**src/rtl/fpe_pkg.sv**
```systemverilog
// Shared field widths and the divider status type for the factorial prime exponent unit.
package fpe_pkg;

    localparam int NUMBER_W   = 64;
    localparam int PRIME_W    = 32;
    localparam int EXPONENT_W = 64;

    // Status of the shared divider as seen by the sequencer.
    typedef struct packed {
        logic busy;
        logic done;
    } div_status_t;

endpackage

```
**src/rtl/fpe_divider.sv**
```systemverilog
// Restoring divider that retires one quotient bit per cycle.
module fpe_divider #(
    parameter int DIVIDEND_W = 64
) (
    input  logic                       aclk,
    input  logic                       aresetn,
    input  logic                       start,
    input  logic [DIVIDEND_W-1:0]      dividend,
    input  logic [fpe_pkg::PRIME_W-1:0] divisor,
    output logic [DIVIDEND_W-1:0]      quotient,
    output fpe_pkg::div_status_t       status
);
    import fpe_pkg::*;

    localparam int CNT_W = (DIVIDEND_W > 1) ? $clog2(DIVIDEND_W) : 1;

    logic [DIVIDEND_W-1:0] quot_reg;
    logic [PRIME_W-1:0]    rem_reg;
    logic [PRIME_W-1:0]    div_reg;
    logic [CNT_W-1:0]      cnt_reg;
    logic                  busy_reg;
    logic                  done_reg;

    logic [PRIME_W:0]      trial;
    logic                  fits;
    logic [PRIME_W:0]      trial_diff;

    // The partial remainder is shifted left by one and takes the next dividend bit.
    assign trial      = {rem_reg, quot_reg[DIVIDEND_W-1]};
    assign fits       = (trial >= {1'b0, div_reg});
    assign trial_diff = trial - {1'b0, div_reg};

    always_ff @(posedge aclk) begin
        if (!aresetn) begin
            busy_reg <= 1'b0;
            done_reg <= 1'b0;
        end else begin
            done_reg <= 1'b0;
            if (start) begin
                quot_reg <= dividend;
                rem_reg  <= '0;
                div_reg  <= divisor;
                cnt_reg  <= CNT_W'(DIVIDEND_W - 1);
                busy_reg <= 1'b1;
            end else if (busy_reg) begin
                quot_reg <= {quot_reg[DIVIDEND_W-2:0], fits};
                rem_reg  <= fits ? trial_diff[PRIME_W-1:0] : trial[PRIME_W-1:0];
                cnt_reg  <= cnt_reg - 1'b1;
                if (cnt_reg == '0) begin
                    busy_reg <= 1'b0;
                    done_reg <= 1'b1;
                end
            end
        end
    end

    assign quotient    = quot_reg;
    assign status.busy = busy_reg;
    assign status.done = done_reg;

endmodule

```
**src/rtl/factorial_prime_exponent_unit.sv**
```systemverilog
// Factorial prime exponent unit: Legendre's formula over a shared restoring divider.
// Timing: a prime below two gives its result beat in the cycle after acceptance.
// Otherwise an item needs k divisions by the prime, run one after another on the divider,
// where k is the largest power with p^k <= n (at least one).
// One item at a time: the next input beat is taken no sooner than the cycle after the result beat.
// Reset (aresetn low, synchronous) returns the sequencer to idle and drops the result valid.
module factorial_prime_exponent_unit #(
    parameter int NUM_BITS = 64
) (
    input  logic                            aclk,
    input  logic                            aresetn,
    input  logic                            s_valid,
    output logic                            s_ready,
    input  logic [fpe_pkg::NUMBER_W-1:0]    s_number,
    input  logic [fpe_pkg::PRIME_W-1:0]     s_prime,
    output logic                            m_valid,
    input  logic                            m_ready,
    output logic [fpe_pkg::EXPONENT_W-1:0]  m_exponent,
    output logic                            m_bad_prime
);
    import fpe_pkg::*;

    // Width used to compare a quotient against the prime.
    localparam int CMP_W = (NUM_BITS > PRIME_W) ? NUM_BITS : PRIME_W;

    typedef enum logic [1:0] {
        ST_IDLE,
        ST_DIVIDE,
        ST_RESULT
    } state_t;

    state_t              state_reg;
    logic [PRIME_W-1:0]  prime_reg;
    logic [NUM_BITS-1:0] acc_reg;
    logic [NUM_BITS-1:0] dividend_reg;
    logic                start_reg;
    logic                m_valid_reg;
    logic                bad_prime_reg;

    logic [NUM_BITS-1:0] div_quotient;
    div_status_t         div_status;
    logic                in_beat;
    logic                prime_small;
    logic                last_term;

    // The k-th quotient floor(n / p^k) equals floor(q_(k-1) / p), so the unit divides the
    // previous quotient again rather than forming powers of p. No power is ever built, so
    // nothing can overflow. Once a quotient drops below p the next one would be zero and
    // the sum is complete.
    fpe_divider #(
        .DIVIDEND_W(NUM_BITS)
    ) u_divider (
        .aclk    (aclk),
        .aresetn (aresetn),
        .start   (start_reg),
        .dividend(dividend_reg),
        .divisor (prime_reg),
        .quotient(div_quotient),
        .status  (div_status)
    );

    assign in_beat     = s_valid && s_ready;
    assign prime_small = (s_prime < PRIME_W'(2));
    assign last_term   = (CMP_W'(div_quotient) < CMP_W'(prime_reg));

    // Sequencer: takes an input beat when idle, runs the divisions, then holds the result
    // beat in the output registers until the sink takes it.
    always_ff @(posedge aclk) begin
        if (!aresetn) begin
            state_reg   <= ST_IDLE;
            start_reg   <= 1'b0;
            m_valid_reg <= 1'b0;
        end else begin
            start_reg <= 1'b0;
            case (state_reg)
                ST_IDLE: begin
                    if (in_beat) begin
                        prime_reg    <= s_prime;
                        dividend_reg <= s_number[NUM_BITS-1:0];
                        acc_reg      <= '0;
                        if (prime_small) begin
                            // A prime below two has no meaningful exponent: flag it, report zero.
                            bad_prime_reg <= 1'b1;
                            m_valid_reg   <= 1'b1;
                            state_reg     <= ST_RESULT;
                        end else begin
                            bad_prime_reg <= 1'b0;
                            start_reg     <= 1'b1;
                            state_reg     <= ST_DIVIDE;
                        end
                    end
                end
                ST_DIVIDE: begin
                    if (div_status.done) begin
                        // The running sum never exceeds n, so it fits in NUM_BITS.
                        acc_reg <= acc_reg + div_quotient;
                        if (last_term) begin
                            m_valid_reg <= 1'b1;
                            state_reg   <= ST_RESULT;
                        end else begin
                            dividend_reg <= div_quotient;
                            start_reg    <= 1'b1;
                        end
                    end
                end
                ST_RESULT: begin
                    if (m_ready) begin
                        m_valid_reg <= 1'b0;
                        state_reg   <= ST_IDLE;
                    end
                end
                default: begin
                    state_reg <= ST_IDLE;
                end
            endcase
        end
    end

    assign s_ready     = (state_reg == ST_IDLE);
    assign m_valid     = m_valid_reg;
    assign m_exponent  = EXPONENT_W'(acc_reg);
    assign m_bad_prime = bad_prime_reg;

`ifndef NO_ASSERTIONS
    // The block never takes a new beat while a result beat is still on offer.
    a_no_overlap: assert property (@(posedge aclk) disable iff (!aresetn)
        !(s_ready && m_valid))
        else $error("input taken while result pending");

    // A flagged prime always carries a zero exponent.
    a_bad_prime_zero: assert property (@(posedge aclk) disable iff (!aresetn)
        (m_valid && m_bad_prime) |-> (m_exponent == '0))
        else $error("bad prime with non-zero exponent");

    // The divider is only started when it is free.
    a_div_start_free: assert property (@(posedge aclk) disable iff (!aresetn)
        start_reg |-> !div_status.busy)
        else $error("divider restarted while busy");

    // A prime below two is answered in the very next cycle.
    a_bad_prime_fast: assert property (@(posedge aclk) disable iff (!aresetn)
        (in_beat && prime_small) |=> (m_valid && m_bad_prime))
        else $error("bad prime not reported at once");
`endif

endmodule
```
**config.mk**
```make
export PLATFORM = sky130hd
export DESIGN_NAME = factorial_prime_exponent_unit
export DESIGN_NICKNAME = d
export VERILOG_FILES = /design/src/rtl/fpe_pkg.sv /design/src/rtl/fpe_divider.sv /design/src/rtl/factorial_prime_exponent_unit.sv
export SDC_FILE = /design/constraint.sdc
export NUM_CORES = 1
export LEC_CHECK = 0
export ABC_AREA = 1
export CAP_MARGIN = 20
export CORE_MARGIN = 3
export CORE_UTILIZATION = 50
export CTS_CLUSTER_SIZE = 16
export DETAILED_ROUTE_END_ITERATION = 8
export DONT_BUFFER_PORTS = 1
export PLACE_DENSITY_LB_ADDON = 0.15
export SLEW_MARGIN = 20
export SYNTH_ARGS = -nofsm -noshare
export SYNTH_HDL_FRONTEND = slang
export SYNTH_SLANG_ARGS = --single-unit
export TNS_END_PERCENT = 5
```
**constraint.sdc**
```tcl
create_clock -name aclk -period 19.55 [get_ports aclk]
set_input_delay 3.91 -clock aclk [delete_from_list [all_inputs] [get_ports aclk]]
set_output_delay 3.91 -clock aclk [all_outputs]
set_load 0.02 [all_outputs]
```
==> metrics.txt <==
leakage power slightly below 9 nW; Crit-path slowest cell buf_4; CTS tree yes; Iter 0 DRT Violations 1545; die area 41440 µm²; RSZ-0062 raised after global routing no; Worst slew margin approximately a third; largest net degree at the start of global routing 100; R2R depth 9; biggest area consumer among synthesized cells edfxtp_1; WHS Path Cells 0; first-pass GRT wire length between 90 and 100 mm; CTS resizes 0; worst skew pair latency about 0.55 ns; CP Max Fanout 65; CP arrival 6.02 ns; Syn Area/Cell between 8 and 9 µm²; Reg clk slew, reported paths about 0.060 ns; count leader, synth nand2_1; CTS Buf Count 36; Tcrit/Tclk final about 30%; Post-Synthesis Cell Area ~20000 µm²; initial antenna violation count 0; Max Root-Sink Buffers 3; CTS Hold Bufs 0; CP peak stage delay 0.75 ns; FFs w/ async S/R, synth 0%; final wirelength 60.67 mm; Seq/Total Area, Yosys 46.01%; FP Rows 71; Multi-input gate area 9061 µm²; status finished clean; Top Ports roughly 170; Fin. Hold Viols 0; via/cell ratio ~5.6; r2r endpoint dividend_reg[42]; cell area power density 133.1 nW/µm²; CP dominant cell by count buf_4; Slew Viols, Final 0; DRT Pass-1 Iters 5; min cycle time layout between 5 and 6 ns; Initial Util between 50% and 60%; Synthesis Warnings 0; routed vias 16580; DP HPWL 47.68 mm; min-delay src prime_reg[5]; buffers inserted by post-CTS timing repair 0; WP data required 19.72 ns; PortBufs 0; hold path endpoint u_divider.div_reg[5]; Worst Path Buf+Inv 4; # DRC 0; worst-margin pin slew ~0.99 ns; Antenna diodes 0; Min-Delay Path Class reg2reg; wire per inst just over 20 µm; FF-to-FF setup slack approximately 15 ns; Startpoint Class primary input; CTS sink cnt 301; Top delay family on crit path buffers and inverters; final core utilization between 50% and 60%; Post-synth top flop edfxtp_1; area grow syn2layout 8.720%; CP endpoint kind register; clock skew 0.01214 ns; register area 8982 µm²; core area approximately 38000 µm²; number of synthesized flops with an enable pin 295; vias in the first global route around 16000; CTS root buf clkbuf_16; Setup Total Neg Slack 0 ns; RePlAce Congestion just under 1; Die W ~200 µm; #FFs+latches synth ~300; Max Clock Freq about 170 MHz; CP Class in2reg; Synth Instances about 2400; H-tree depth 2; max-cap viol count 0; CP Cell Sequence inv_1 -> nor3_2 -> buf_4 -> o21ai_0 -> inv_2 -> buf_4; worst r2r src state_reg[1]; total grt overflow 0; Synth area leaders edfxtp_1 45%, nand2_1 11%, ha_1 8.2%, inv_1 6.4%, o21ai_0 6.2%; post-synthesis cell type count 48; proportion of layout cells with a drive suffix above 1 ~4.6%; die outline height 203.6 µm; # fillers approximately 3600; syn nets between 2000 and 3000; remaining antenna violation count 0; GRT Util Overall between 20 and 30%; fin nets around 2700; Synth top area share between 40% and 50%; top post-synthesis cells by count 573 x nand2_1, 333 x inv_1, 319 x nor2_1, 295 x edfxtp_1, 243 x o21ai_0; worst ir drop on vdd a little over 0.0001 V; final setup fails 0
how the worst max path moves through the flow:
stage / cells after the start / to / startpoint
floorplan: 4 / dividend_reg[0] / aresetn
global placement: 6 / dividend_reg[7] / aresetn
detailed placement: 6 / dividend_reg[45] / aresetn
CTS: 6 / dividend_reg[45] / aresetn
global route: 6 / dividend_reg[42] / aresetn
finish: 6 / dividend_reg[42] / aresetn
placed cells by master, fill, tap and decap left out, types with 21 or more instances in the layout:
cell type | Yosys | layout
a21oi_1 | 190 | 190
clkbuf_16 | 0 | 36
edfxtp_1 | 295 | 295
ha_1 | 128 | 128
inv_1 | 333 | 331
nand2_1 | 573 | 572
nand3_1 | 70 | 70
nand3b_1 | 32 | 32
nand4_1 | 21 | 21
nor2_1 | 319 | 317
nor2_2 | 23 | 24
nor3_1 | 26 | 25
o21ai_0 | 243 | 243
layer usage:
metal / share of wire, % / GRT usage (%) / wire (µm) / vias to the layer above
li1: - / - / - / 8114
met1: 44 / 38.99 / 26450 / 7843
met2: 46 / 47.79 / 28000 / 530
met3: 7.2 / 5.922 / 4339 / 95
met4: 3.1 / 9.022 / 1883 / 0
met5: 0 / 0 / 0 / -
power breakdown:
part | total (W) | internal (W) | switching [W]
Clock | 0.000688 | 0.000406 | 0.000282
Combinational | 0.00106 | 0.000311 | 0.000749
Sequential | 0.00108 | 0.000921 | 0.000155
through the flow:
stage                     total power [W]  worst slack [ns]  std cells  hold slack [ns]  instance area (µm²)
after CTS                        0.002824             13.70       2963           0.4507                21220
after global placement           0.002114             13.11       2898           0.4370                20030
after floorplan                  0.001797             8.750       2424           0.4264                19520
after global routing             0.003009             13.53       2963           0.4700                21220
final                            0.002823             13.70       2963           0.4541                21220
after detailed placement         0.002131             13.11       2898           0.4385                20030
kinds of logic after synthesis:
family,synth area share [%]
and+or+nand+nor,23.69
AOI/OAI and AO/OA,13.32
adders and majority gates,8.412
DFF,46.01
buffers and inverters,7.675
xor gates and xnor gates,0.8976
cell type report:
class	instances	area share, %
Timing Repair Buffer	9	0.3185
Clock inverter	25	1.274
Multi-Input combinational cell	1738	42.71
Tap cell	511	3.014
Sequential cell	301	42.34
Clock buffer	40	4.317
Inverter	339	6.033
Note: power is estimated with default switching activity, not from simulation.
